===== src/hdl/fcc_pkg.sv =====
// ---------------------------------------------------------------------------
// fcc_pkg
// Shared widths, the item payload carried along the cell chain, the
// visibility codes and the final classification.
// ---------------------------------------------------------------------------
package fcc_pkg;

    localparam int COORD_BITS = 16;
    localparam int HALF_BITS  = COORD_BITS - 1;
    localparam int COEF_BITS  = 16;
    localparam int NUM_PLANES = 6;
    localparam int PLANE_BITS = 64;
    localparam int IDX_BITS   = 3;
    localparam int ADDR_BITS  = 6;
    localparam int PROD_BITS  = COEF_BITS + COORD_BITS;
    localparam int ACC_BITS   = PROD_BITS + 6;
    localparam int D_SHIFT    = COEF_BITS - 2;

    typedef logic [1:0] vis_t;

    localparam vis_t VIS_OUTSIDE = 2'd0;
    localparam vis_t VIS_PARTIAL = 2'd1;
    localparam vis_t VIS_INSIDE  = 2'd2;
    localparam vis_t VIS_UNUSED  = 2'd3;

    typedef logic [IDX_BITS-1:0] reg_idx_t;

    localparam reg_idx_t LAST_PLANE_IDX = reg_idx_t'(NUM_PLANES - 1);

    // item as it travels down the chain, with the verdict so far
    typedef struct packed {
        logic signed [COORD_BITS-1:0] cx;
        logic signed [COORD_BITS-1:0] cy;
        logic signed [COORD_BITS-1:0] cz;
        logic        [HALF_BITS-1:0]  hs;
        logic                         outside;
        logic                         all_front;
    } cube_t;

    function automatic vis_t classify(input logic outside, input logic all_front);
        vis_t v;
        if (outside)
        begin
            v = VIS_OUTSIDE;
        end
        else if (all_front)
        begin
            v = VIS_INSIDE;
        end
        else
        begin
            v = VIS_PARTIAL;
        end
        return v;
    endfunction

endpackage


===== src/hdl/fcc_cell.sv =====
// ---------------------------------------------------------------------------
// fcc_cell
// One plane of the chain. Three stages: products, center value and corner
// spread, then the corner-range test folded into the item's verdict.
// ---------------------------------------------------------------------------
module fcc_cell
    import fcc_pkg::*;
(
    input  logic                  clk,
    input  logic                  rst_n,
    input  logic                  adv,
    input  logic [PLANE_BITS-1:0] plane,
    input  logic                  up_valid,
    input  cube_t                 up,
    output logic                  down_valid,
    output cube_t                 down
);

    logic signed [COEF_BITS-1:0]  coef_a;
    logic signed [COEF_BITS-1:0]  coef_b;
    logic signed [COEF_BITS-1:0]  coef_c;
    logic signed [COEF_BITS-1:0]  coef_d;
    logic signed [COORD_BITS-1:0] hs_s;

    logic                         v1_reg, v2_reg, v3_reg;
    cube_t                        c1_reg, c2_reg, c3_reg;
    logic signed [PROD_BITS-1:0]  pa_reg, pb_reg, pc_reg;
    logic signed [PROD_BITS-1:0]  qa_reg, qb_reg, qc_reg;
    logic signed [ACC_BITS-1:0]   s0_reg, m_reg;
    logic signed [ACC_BITS-1:0]   s0_next, m_next;
    logic signed [ACC_BITS-1:0]   hi_val, lo_val;
    cube_t                        c3_next;

    assign coef_a = plane[COEF_BITS-1:0];
    assign coef_b = plane[2*COEF_BITS-1:COEF_BITS];
    assign coef_c = plane[3*COEF_BITS-1:2*COEF_BITS];
    assign coef_d = plane[4*COEF_BITS-1:3*COEF_BITS];
    assign hs_s   = {1'b0, up.hs};

    function automatic logic signed [ACC_BITS-1:0] mag(input logic signed [PROD_BITS-1:0] p);
        logic signed [ACC_BITS-1:0] w;
        w = ACC_BITS'(p);
        return (w < 0) ? -w : w;
    endfunction

    // center value and the largest spread the sign choices of the corners reach
    always_comb
    begin
        s0_next = ACC_BITS'(pa_reg) + ACC_BITS'(pb_reg) + ACC_BITS'(pc_reg)
                + (ACC_BITS'(coef_d) <<< D_SHIFT);
        m_next  = mag(qa_reg) + mag(qb_reg) + mag(qc_reg);
    end

    // best corner > 0: some corner in front; worst corner > 0: all in front
    always_comb
    begin
        hi_val            = s0_reg + m_reg;
        lo_val            = s0_reg - m_reg;
        c3_next           = c2_reg;
        c3_next.outside   = c2_reg.outside | !(hi_val > 0);
        c3_next.all_front = c2_reg.all_front & (lo_val > 0);
    end

    always_ff @(posedge clk or negedge rst_n)
    begin
        if (!rst_n)
        begin
            v1_reg <= 1'b0;
            v2_reg <= 1'b0;
            v3_reg <= 1'b0;
        end
        else if (adv)
        begin
            v1_reg <= up_valid;
            v2_reg <= v1_reg;
            v3_reg <= v2_reg;
        end
    end

    always_ff @(posedge clk)
    begin
        if (adv)
        begin
            c1_reg <= up;
            pa_reg <= coef_a * up.cx;
            pb_reg <= coef_b * up.cy;
            pc_reg <= coef_c * up.cz;
            qa_reg <= coef_a * hs_s;
            qb_reg <= coef_b * hs_s;
            qc_reg <= coef_c * hs_s;
            c2_reg <= c1_reg;
            s0_reg <= s0_next;
            m_reg  <= m_next;
            c3_reg <= c3_next;
        end
    end

    assign down_valid = v3_reg;
    assign down       = c3_reg;

endmodule


===== config.mk =====
export PLATFORM = sky130hd
export DESIGN_NAME = fcc_cell
export DESIGN_NICKNAME = d
export VERILOG_FILES = /design/src/hdl/fcc_pkg.sv /design/src/hdl/fcc_cell.sv
export SDC_FILE = /design/constraint.sdc
export NUM_CORES = 2
export LEC_CHECK = 0
export BUFFER_PORTS_ARGS = -buffer_cell sky130_fd_sc_hd__buf_2
export CORE_MARGIN = 5
export CORE_UTILIZATION = 65
export CTS_BUF_LIST = sky130_fd_sc_hd__clkbuf_4 sky130_fd_sc_hd__clkbuf_8
export DETAILED_ROUTE_END_ITERATION = 10
export GPL_TIMING_DRIVEN = 0
export PLACE_DENSITY_LB_ADDON = 0.2
export SYNTH_ARGS = -nofsm -noshare
export SYNTH_HDL_FRONTEND = slang
export SYNTH_SLANG_ARGS = --single-unit

===== constraint.sdc =====
create_clock -name clk -period 10.79 [get_ports clk]
set_input_delay 3.237 -clock clk [delete_from_list [all_inputs] [get_ports clk]]
set_output_delay 3.237 -clock clk [all_outputs]
set_load 0.01 [all_outputs]

==> out/results.ini <==
[run]
max_cap_viol_count=0

[layout]
stdcell_count=10600
area_delta_synth_final_pct=6.26
layout.nets=11200
utilization_pct=69.5
layout-drive-gt1-share_pct=4.75

[clocking]
cts_made_buffers=87
clkTransAtPathRegs_ps=60
htreeDepth=3
cts-root-buf=clkbuf_8
cts_buffer_depth=3
hold_buffers=0
cts_tree=done
clkLatencyLatePin_ps=860
cts_sinks=463

[die]
core-area_mm2=0.128
row_count=131
io_pins=199
initial_core_util_pct=65.4
dieWidth_um=368
fp.dieH_um=368
die-area_mm2=0.136

[timing]
slew_violations=0
fin_worst_skew_ps=116
worst_hold_slack_ps=388
post-route-min-period_ps=10590
slew_headroom_pct=10.1
setup_viol_count_final=0
hold_viol=0
tightest_slew_ps=1350
fmax_mhz=94.5
fin_crit_sh_pct=98.1
setup_ws_ps=204

[worst_setup_path]
required_ps=11240
arrival_ps=11030
worst_r2r_endpoint=m_reg[32]
critPathKind=in -> reg
ff2ff_path_depth=19
crit_fanout=10
startpoint_type=input pin
crit_path_end_kind=register
r2r_slack_ps=4030
r2r-start=qa_reg[0]

[place]
pre_cts_ws_ps=-974
port_buffers=198
dpl.hpwl_mm=212
post-place-cells=10400
gp_congestion=1.04

[logic_synthesis]
syn_inst=8484
synth_ff_type=edfxtp_1
ys_seq_area_share_pct=16.7
synth_edf_count=460
syn_area_mm2=0.0834
ys_types=100
syn_area_per_cell_um2=9.83
ys_async_sr_fraction_pct=0.648
ys_warn_count=0
ys_seq_elements=463

[route]
drc=0
postRouteAntennaNets=0
dr_total_vias=62600
wl_mm=259
firstDrtPassIters=6
routed_wire_length_per_instance_um=24.6
drtIter0Drc=5790
viasPerCell=5.93

[global_route]
grt_pass1_vias=66200
grt-ovfl-total=0
antenna_found_initial=42
grt_max_degree=132
grt_use_total_pct=39.0
grt_pass1_wl_mm=393

[run_status]
status=finished, final reports clean

[min_path]
holdPathStages=0
hp-class=reg -> reg
min_to=c2_reg[57]
worstHoldStart=c1_reg[57]

[per-layer routing]
layer | share of wire [%] | GRT usage, %
met2 | 44 | 59.8
met5 | 0.032 | 0
met3 | 12 | 10.9
met1 | 36 | 49.2
met4 | 7.8 | 24.7
[synthesized netlist by cell type (7+ instances only)]
cell type,count,area [um^2]
a2111oi_0,15,131
a211o_1,9,78.8
a211oi_1,29,218
a21boi_0,7,52.6
a21o_1,112,841
a21oi_1,248,1240
a221oi_1,10,87.6
a31oi_1,30,188
and2_1,753,4710
and3_1,20,125
clkbuf_1,316,1190
edfxtp_1,460,13800
fa_1,1616,32400
ha_1,650,8130
inv_1,1889,7090
inv_2,7,26.3
mux2i_1,11,110
nand2_1,858,3220
nand2b_1,62,388
nand3_1,52,260
nand4_1,24,150
nor2_1,236,886
nor2b_1,37,231
nor3_1,95,475
nor4_1,28,175
o2111ai_1,14,123
o211ai_1,18,135
o21a_1,43,323
o21ai_0,129,646
o21ai_1,14,70.1
o21bai_1,39,293
o31a_1,12,105
o31ai_1,48,360
o41ai_1,15,131
or2_2,16,100
or3_1,28,175
or4_1,19,143
xnor2_1,228,2000
xor2_1,140,1230
[cell usage in the layout (no fill, tap or decap), types with 199 or more instances in the layout]
master | Yosys | layout
fa_1 | 1616 | 1616
nand2_1 | 858 | 858
nor2_1 | 236 | 236
clkbuf_1 | 316 | 296
and2_1 | 753 | 753
xnor2_1 | 228 | 227
buf_2 | 1 | 199
inv_1 | 1889 | 1889
ha_1 | 650 | 650
a21oi_1 | 248 | 248
edfxtp_1 | 460 | 460
[cells by family after synthesis]
| group | synth area share, % |
|---|---|
| other | 0.00450 |
| AND/OR/NAND/NOR | 13.7 |
| adder cells (fa/ha/maj) | 48.5 |
| multiplexers | 0.186 |
| XOR/XNOR | 3.86 |
| flip-flops | 16.7 |
| AO/OA/AOI/OAI | 7.01 |
| buffers and inverters | 10.1 |
[how the worst max path moves through the flow]
stage                 endpoint  cells past startpoint      start  slack, ps
floorplan           pc_reg[31]                     23     up[18]       1320
global placement        v1_reg                      2        adv       -990
detailed placement  pc_reg[31]                     24  plane[43]       -970
CTS                 pc_reg[27]                     23  plane[43]        180
global route        pc_reg[31]                     25  plane[38]         -2
finish              pc_reg[29]                     23  plane[39]        200
[critical path, cell delays in order]
cell and delay [ps]:
buf_2 130, clkdlybuf4s15_1 780, nand2_1 170, fa_1 520, fa_1 490, fa_1 470, fa_1 500, inv_1 50
fa_1 520, inv_1 50, fa_1 470, inv_1 50, ha_1 380, and3_1 230, nand3_1 110, or3_1 390
nor4b_1 190, o31ai_1 470, a21boi_1 260, a21oi_1 400, a211o_1 190, a21oi_1 80, xnor2_1 860
[cell type report]
cell class / instances / area, um^2
Antenna cell: 31 / 77.6
Buffer: 322 / 1280
Clock buffer: 112 / 1400
Clock inverter: 48 / 473
Fill cell: 10000 / 38900
Inverter: 1897 / 7120
Multi-Input combinational cell: 5812 / 61200
Sequential cell: 463 / 13900
Tap cell: 1662 / 2080
Timing Repair Buffer: 203 / 1120
[per-stage QoR]
stage	setup TNS [ps]	cell area, um^2
floorplan	0	83400
global placement	-154420	86500
detailed placement	-6500	86600
CTS	0	88500
global route	-2.08	88600
finish	0	88600
[what timing repair did]
| action | CTS | global route |
|---|---|---|
| endpoints found under the hold margin | 0 | 0 |
| buffers inserted | 0 | 0 |
| resized for setup | 1 | 46 |
| pin swaps | 0 | 0 |
| setup endpoints to repair | 1 | 5 |
Power is left out: the tool's default activity adds up to more than one toggle a clock period on the data nets, which glitch-free logic cannot reach.
