--- src/hdl/fcc_pkg.sv ---
// ---------------------------------------------------------------------------
// fcc_pkg
// Shared widths, the item payload carried along the cell chain, the
// visibility codes and the final classification.
// ---------------------------------------------------------------------------
package fcc_pkg;

    localparam int COORD_BITS = 16;
    localparam int HALF_BITS  = COORD_BITS - 1;
    localparam int COEF_BITS  = 16;
    localparam int NUM_PLANES = 6;
    localparam int PLANE_BITS = 64;
    localparam int IDX_BITS   = 3;
    localparam int ADDR_BITS  = 6;
    localparam int PROD_BITS  = COEF_BITS + COORD_BITS;
    localparam int ACC_BITS   = PROD_BITS + 6;
    localparam int D_SHIFT    = COEF_BITS - 2;

    typedef logic [1:0] vis_t;

    localparam vis_t VIS_OUTSIDE = 2'd0;
    localparam vis_t VIS_PARTIAL = 2'd1;
    localparam vis_t VIS_INSIDE  = 2'd2;
    localparam vis_t VIS_UNUSED  = 2'd3;

    typedef logic [IDX_BITS-1:0] reg_idx_t;

    localparam reg_idx_t LAST_PLANE_IDX = reg_idx_t'(NUM_PLANES - 1);

    // item as it travels down the chain, with the verdict so far
    typedef struct packed {
        logic signed [COORD_BITS-1:0] cx;
        logic signed [COORD_BITS-1:0] cy;
        logic signed [COORD_BITS-1:0] cz;
        logic        [HALF_BITS-1:0]  hs;
        logic                         outside;
        logic                         all_front;
    } cube_t;

    function automatic vis_t classify(input logic outside, input logic all_front);
        vis_t v;
        if (outside)
        begin
            v = VIS_OUTSIDE;
        end
        else if (all_front)
        begin
            v = VIS_INSIDE;
        end
        else
        begin
            v = VIS_PARTIAL;
        end
        return v;
    endfunction

endpackage

--- src/hdl/fcc_regs.sv ---
// ---------------------------------------------------------------------------
// fcc_regs
// APB register file holding the six frustum planes, 64 bits each.
// ---------------------------------------------------------------------------
module fcc_regs
    import fcc_pkg::*;
(
    input  logic                                  clk,
    input  logic                                  rst_n,
    input  logic                                  psel,
    input  logic                                  penable,
    input  logic                                  pwrite,
    input  logic [ADDR_BITS-1:0]                  paddr,
    input  logic [PLANE_BITS-1:0]                 pwdata,
    output logic [PLANE_BITS-1:0]                 prdata,
    output logic                                  pready,
    output logic [NUM_PLANES-1:0][PLANE_BITS-1:0] planes
);

    logic [NUM_PLANES-1:0][PLANE_BITS-1:0] plane_reg;
    reg_idx_t                              idx;
    logic                                  wr_en;

    assign idx    = paddr[ADDR_BITS-1:ADDR_BITS-IDX_BITS];
    assign wr_en  = psel && penable && pwrite;
    assign pready = 1'b1;
    assign planes = plane_reg;

    always_ff @(posedge clk or negedge rst_n)
    begin
        if (!rst_n)
        begin
            plane_reg <= '0;
        end
        else if (wr_en && (idx <= LAST_PLANE_IDX))
        begin
            plane_reg[idx] <= pwdata;
        end
    end

    always_comb
    begin
        prdata = '0;
        if (idx <= LAST_PLANE_IDX)
        begin
            prdata = plane_reg[idx];
        end
    end

endmodule

--- config.mk ---
export PLATFORM = sky130hd
export DESIGN_NAME = fcc_regs
export DESIGN_NICKNAME = d
export VERILOG_FILES = /design/src/hdl/fcc_pkg.sv /design/src/hdl/fcc_regs.sv
export SDC_FILE = /design/constraint.sdc
export NUM_CORES = 1
export LEC_CHECK = 0
export ABC_CLOCK_PERIOD_IN_PS = 2400
export BUFFER_PORTS_ARGS = -buffer_cell sky130_fd_sc_hd__buf_2
export CORE_AREA = 2 2 202 204
export DETAILED_ROUTE_END_ITERATION = 6
export DIE_AREA = 0 0 204 206
export GPL_TIMING_DRIVEN = 0
export PLACE_DENSITY = 0.81
export SKIP_CTS_REPAIR_TIMING = 1
export SLEW_MARGIN = 20
export SYNTH_ARGS = -nofsm -noshare
export SYNTH_HDL_FRONTEND = slang
export SYNTH_SLANG_ARGS = --single-unit
--- constraint.sdc ---
create_clock -name clk -period 2.4 [get_ports clk]
set_input_delay 0.72 -clock clk [delete_from_list [all_inputs] [get_ports clk]]
set_output_delay 0.72 -clock clk [all_outputs]
set_load 0.02 [all_outputs]
==> summary.md, run 1 <==
| Metric | Value |
|---|---|
| Top Ports | 524 |
| Core area | around 40000 um2 |
| Reg area | about 9600 um2 |
| DR iter-0 viols | 724 |
| Clk_lat worst skew | 0.54 ns |
| Layout Nets | roughly 1800 |
| Global Route Usage Sum | between 20 and 30% |
| Hold WS | 0.0606 ns |
| Outcome | finished with violations |
| Main combinational cell family by area after synthesis | multiplexers |
| Final period utilization | 114% |
| RSZ-0062 raised after global routing | true |
| Adder-Cell Fraction of Synth Area | 0% |
| Clock slew at reported path FFs | ~0.060 ns |
| CP Class | in -> out |
| Commonest cells post-synth | mux2_1, dfrtp_1, mux2i_1, o21ai_1, o22a_1 |
| DR vias | roughly 13000 |
| Dpl hpwl | approximately 42000 um |
| Die Wd | between 200 and 250 um |
| CTS sink cnt | between 300 and 400 |
| DR pass1 iterations | 5 |
| Worst clock skew | 0 ns |
| Port bufs | around 520 |
| Syn_nets | around 1300 |
| Cts bufs inserted | 41 |
| Async SR Flop Fraction | 100% |
| First-pass GRT wire length | approximately 86000 um |
| Placer Congestion | 0.837 |
| Post-layout minimum cycle time | 2.73 ns |
| Post-synthesis mux area share | around a third |
| Hold Vio Cnt, Final | 0 |
| Overflow after GRT | 0 |
| FF+latch count, synth | ~380 |
| Crit-path max FO | 10 |
| DR vias/cell | between 5 and 6 |
| Starting density of the core | ~44% |
| Failing checks | negative setup slack |
| Placed cells | 2240 |
| Layout fillers | 3210 |
| Cell Area, Placed | around 21000 um2 |
| CP Capture Type | output port |
| Startpoint Class | primary input |
| Final TNS setup | -15.11 ns |
| Initial antenna violation count | 0 |
| Cell count after synthesis | around 1200 |
| Synth area leader | dfrtp_1 |
| Pin count of the biggest net entering global routing | 103 |
| Post-Synth Simple-Gate Area | about 1.1% |
| CTS tree | yes |
| Sequential share of the synthesized area | between 50 and 60% |
| Hold crit path type | in -> async |
| Routed WL | about 60000 um |
| Vias in the first global route | 13500 |
| Multi-input combinational cell area | 7700 um2 |
| Non-filler instance count after layout | between 2000 and 2500 |
| Mapped Area | between 15000 and 20000 um2 |
| Max-Cap Viols | 0 |
| Achievable clock frequency | 366 MHz |
| Share of the synthesized area in the top cell type | a little over half |
| Max-slew violations | 0 |
| Height of the die | about 210 um |
| Compound-gate portion of the synthesized area | ~5.7% |
| Post-synthesis cell type count | 28 |
| Slew HR | 61.7% |
| Fin util | 58.1% |
| Avg Cell Area, Syn | ~15 um2 |
| XOR/XNOR Fraction of Synth Area | 0% |
| Die area | between 40000 and 50000 um2 |
| H-tree Lvls | 2 |
| Slew @ Worst Pin | approximately 0.58 ns |
| Leak | around 12 nW |
| Predominant post-synthesis flop cell | dfrtp_1 |
| CTS Root Cell | clkbuf_16 |
| Pwr dens | just over 900 nW/um2 |
| Num rows | 74 |
| Largest register FFs | about 380 |
| Post-synth EDFFs | 0 |
| Drt drc | 0 |
| WL/cell | 25.9 um |
| Worst VDD drop | 0.612 mV |
| Antenna viol nets, final | 0 |
| Synth area leaders | dfrtp_1, mux2_1, mux2i_1, o22a_1, buf_4 |
| Count leader, synth | mux2_1 |
| Arr. time, crit path | 2.01 ns |
| # setup viols final | between 60 and 70 |
| Ys Warns | 0 |
| Final WS setup | -0.329 ns |
| Share of cells above drive strength 1 | 43.1% |
| Final instance area | 23300 um2 |
| CTS Buffer Depth | 3 |
| Required @ worst endpoint | about 1.7 ns |
| Layout area overhead | 33.5% |
area by class of cell:
type                            instances  area share (%)
Antenna cell                            1          0.0107
Buffer                                 82            4.06
Clock buffer                           66            5.32
Clock inverter                          5           0.247
Inverter                               22           0.354
Multi-Input combinational cell        698            33.0
Sequential cell                       384            41.2
Tap cell                              532            2.85
Timing Repair Buffer                  533            13.0
critical path, stage by stage:
cell     delay (ns)
buf_12         0.11
buf_16         0.16
buf_12         0.17
mux2_1         0.35
a221o_1        0.33
buf_6          0.15
where the power goes:
part           switching, mW  leakage, nW  internal (mW)  total (mW)
Sequential              1.03         4.91           7.75        8.78
Combinational           3.96         6.53           2.45        6.41
Clock                   2.57        0.636           3.64        6.21
Total                   7.56         12.1           13.8        21.4
per-layer routing:
metal	global-route usage (%)	vias up	routed length [um]
li1	-	5564	-
met3	5.99	126	3770
met4	11.1	0	1880
met2	46.1	509	29900
met1	34.9	6921	24700
met5	0	-	0
final timing paths:
kind                                  start          end  slack [ns]  cells past startpoint
worst max-delay path               paddr[3]   prdata[59]       -0.33                      6
worst max register to register  planes[145]  planes[145]        1.53                      1
max in group asynchronous             rst_n  planes[246]        0.96                      3
worst min-delay path                  rst_n   planes[18]        0.06                      1
worst min register to register  planes[315]  planes[315]        0.50                      1
min in group clk                  pwdata[1]  planes[129]        0.46                      2
through the flow:
step / power [mW] / setup WS (ns)
global route: 22.3 / -0.360
floorplan: 12.3 / -0.0445
finish: 21.4 / -0.329
global placement: 14.7 / -6.62
CTS: 21.2 / -0.849
detailed placement: 15.0 / -0.844
placed cells by master, fill, tap and decap left out, types with 15 or more instances in the layout:
master,n
o32ai_2,17
o22a_1,41
clkbuf_1,15
a221o_1,22
mux2_1,395
mux2i_1,131
buf_4,46
dfrtp_1,384
o21ai_2,41
buf_6,30
buf_12,16
clkbuf_16,50
buf_2,499
inv_1,22
cell families after synthesis:
kind of cell | Yosys count
and+or+nand+nor | 16
muxes | 553
buffers and inverters | 104
other | 1
AOI/OAI and AO/OA | 128
DFF | 384
Note: power is estimated with default switching activity, not from simulation.
==> run 2: changes to the inputs <==
--- a/config.mk
+++ b/config.mk
@@ -5,14 +5,14 @@
 export SDC_FILE = /design/constraint.sdc
 export NUM_CORES = 1
 export LEC_CHECK = 0
-export ABC_CLOCK_PERIOD_IN_PS = 2400
+export ABC_CLOCK_PERIOD_IN_PS = 3300
 export BUFFER_PORTS_ARGS = -buffer_cell sky130_fd_sc_hd__buf_2
 export CORE_AREA = 2 2 202 204
 export DETAILED_ROUTE_END_ITERATION = 6
 export DIE_AREA = 0 0 204 206
 export GPL_TIMING_DRIVEN = 0
-export PLACE_DENSITY = 0.81
-export SKIP_CTS_REPAIR_TIMING = 1
+export MAX_ROUTING_LAYER = met4
+export PLACE_DENSITY = 0.79
 export SLEW_MARGIN = 20
 export SYNTH_ARGS = -nofsm -noshare
 export SYNTH_HDL_FRONTEND = slang
==> constraint.sdc (replaced) <==
create_clock -name clk -period 3.3 [get_ports clk]
set_input_delay 0.99 -clock clk [delete_from_list [all_inputs] [get_ports clk]]
set_output_delay 0.99 -clock clk [all_outputs]
set_load 0.02 [all_outputs]
==> summary.md, run 2 (synthesis gave the netlist of run 1 again) <==
| Metric | Value |
|---|---|
| Worst VDD drop | about 0.5 mV |
| Clock slew at reported path FFs | approximately 0.060 ns |
| Global Route Usage Sum | 28.8% |
| Overflow after GRT | 0 |
| Leak | approximately 12 nW |
| DR iter-0 viols | just under 800 |
| Fin util | approximately 57% |
| Starting density of the core | between 40% and 50% |
| Antenna viol nets, final | 0 |
| CP Class | in -> out |
| Die area | around 42000 um2 |
| Post-layout minimum cycle time | 3.32 ns |
| Clk_lat worst skew | about 0.55 ns |
| Drt drc | 0 |
| CP most frequent cell | buf_12 |
| DR vias | 13000 |
| Reg area | about 9600 um2 |
| Non-filler instance count after layout | around 2300 |
| Layout Nets | ~1800 |
| Critical Path Source | paddr[3] |
| RSZ-0062 raised after global routing | true |
| Final TNS setup | -0.0371 ns |
| CP peak stage delay | between 0.4 and 0.5 ns |
| CTS Root Cell | clkbuf_16 |
| Hold WS | 0.465 ns |
| Most frequent cells in the layout | buf_2, mux2_1, dfrtp_1 |
| CTS Buffer Depth | 3 |
| Hold Vio Cnt, Final | 0 |
| Failing checks | negative setup slack |
| Final period utilization | 101% |
| Worst path slowest cell | a221o_1 |
| Slew @ Worst Pin | 0.778 ns |
| Achievable clock frequency | 301 MHz |
| Vias in the first global route | around 13000 |
| Dpl hpwl | around 42000 um |
| H-tree Lvls | 2 |
| Max-Cap Viols | 0 |
| Commonest non-fill, non-tap cell in the layout | buf_2 |
| Share of cells above drive strength 1 | approximately 40% |
| Startpoint Class | primary input |
| Top Ports | roughly 520 |
| Layout fillers | 3249 |
| WL/cell | approximately 26 um |
| Required @ worst endpoint | 2.31 ns |
| Outcome | finished with violations |
| CP Capture Type | output port |
| Initial antenna violation count | 1 |
| Port bufs | 518 |
| # setup viols final | 2 |
| Hold buffers post-CTS | 0 |
| R2R Path Start | planes[115] |
| Worst clock skew | 0 ns |
| Crit-path max FO | 7 |
| Multi-input combinational cell area | ~7300 um2 |
| DR vias/cell | roughly 5.6 |
| Layout area overhead | 31.7% |
| CTS sink cnt | 384 |
| Slew HR | a little under 50% |
| Pwr dens | 684 nW/um2 |
| First-pass GRT wire length | between 80000 and 90000 um |
| Worst-path cell chain | buf_12, buf_16, buf_12, mux2_4, a221o_1, buf_6 |
| Hold crit path type | in -> async |
| Placer Congestion | between 0.8 and 0.9 |
| CTS tree | yes |
| Num rows | between 70 and 80 |
| Placed cells | ~2200 |
| Pin count of the biggest net entering global routing | 103 |
| Total power | between 15 and 20 mW |
| Die Wd | about 200 um |
| Routed WL | ~60000 um |
| Core area | 40200 um2 |
| Max-slew violations | 0 |
| Cts bufs inserted | a little over 40 |
| Arr. time, crit path | 2.33 ns |
| Final WS setup | -0.0214 ns |
| DR pass1 iterations | 5 |
| Height of the die | just over 200 um |
| Largest register FFs | 384 |
run 2: cell types whose count changed in the layout (fill, tap and decap cells not counted), moves of 8 or more:
cell      delta
o21ai_2     -41
clkbuf_4     +8
mux2i_2      -8
o32ai_2     -12
o32ai_1     +13
o21ai_1     +41
clkbuf_1    -10
mux2i_1     +10
run 2: through the flow:
| step | worst slack, ns | area (um2) |
|---|---|---|
| global placement | -5.98 | 20700 |
| detailed placement | -0.659 | 20800 |
| floorplan | 0.00698 | 17500 |
| global route | -0.0403 | 23000 |
| finish | -0.0214 | 23000 |
| CTS | -0.0448 | 22800 |
run 2: timing repair:
action | CTS | global route
resized for setup | 108 | 48
buffers inserted | 10 | 4
gates cloned | 5 | 0
setup endpoints to repair | 64 | 47
pin swaps | 4 | 6
run 2: layout make-up:
class | instances | area share [%]
diodes | 1 | 0.0109
plain buffers | 81 | 3.64
clock buffers | 59 | 5.41
clock inverters | 15 | 0.793
inverters | 22 | 0.359
multi-input cells | 698 | 31.9
flip-flops and latches | 384 | 41.7
well taps | 532 | 2.89
repair buffers | 539 | 13.3
run 2: where the power goes:
| group | switching (mW) | internal, mW |
|---|---|---|
| combinational | 2.82 | 1.71 |
| clock | 1.92 | 2.94 |
| sequential | 0.732 | 5.63 |
| total | 5.47 | 10.3 |
run 2: layer usage:
layer  global-route usage (%)  share of wire (%)
met1                     33.8                 39
met2                     48.7                 50
met3                     6.48                7.1
met4                     10.3                3.1
met5                        -                  0
run 2: final timing paths:
kind	cells after the start	slack [ns]	endpoint
max	6	-0.02	prdata[14]
min reg2reg	1	0.51	planes[282]
min in group clk	1	0.51	planes[282]
max in group asynchronous	3	1.40	planes[57]
max reg2reg	1	2.42	planes[115]
min	1	0.46	planes[342]
run 2: worst max-delay path, delay by kind of cell:
| family | cells | cell delay, ns |
|---|---|---|
| AOI/OAI and AO/OA | 1 | 0.43 |
| muxes | 1 | 0.30 |
| buffers and inverters | 4 | 0.60 |
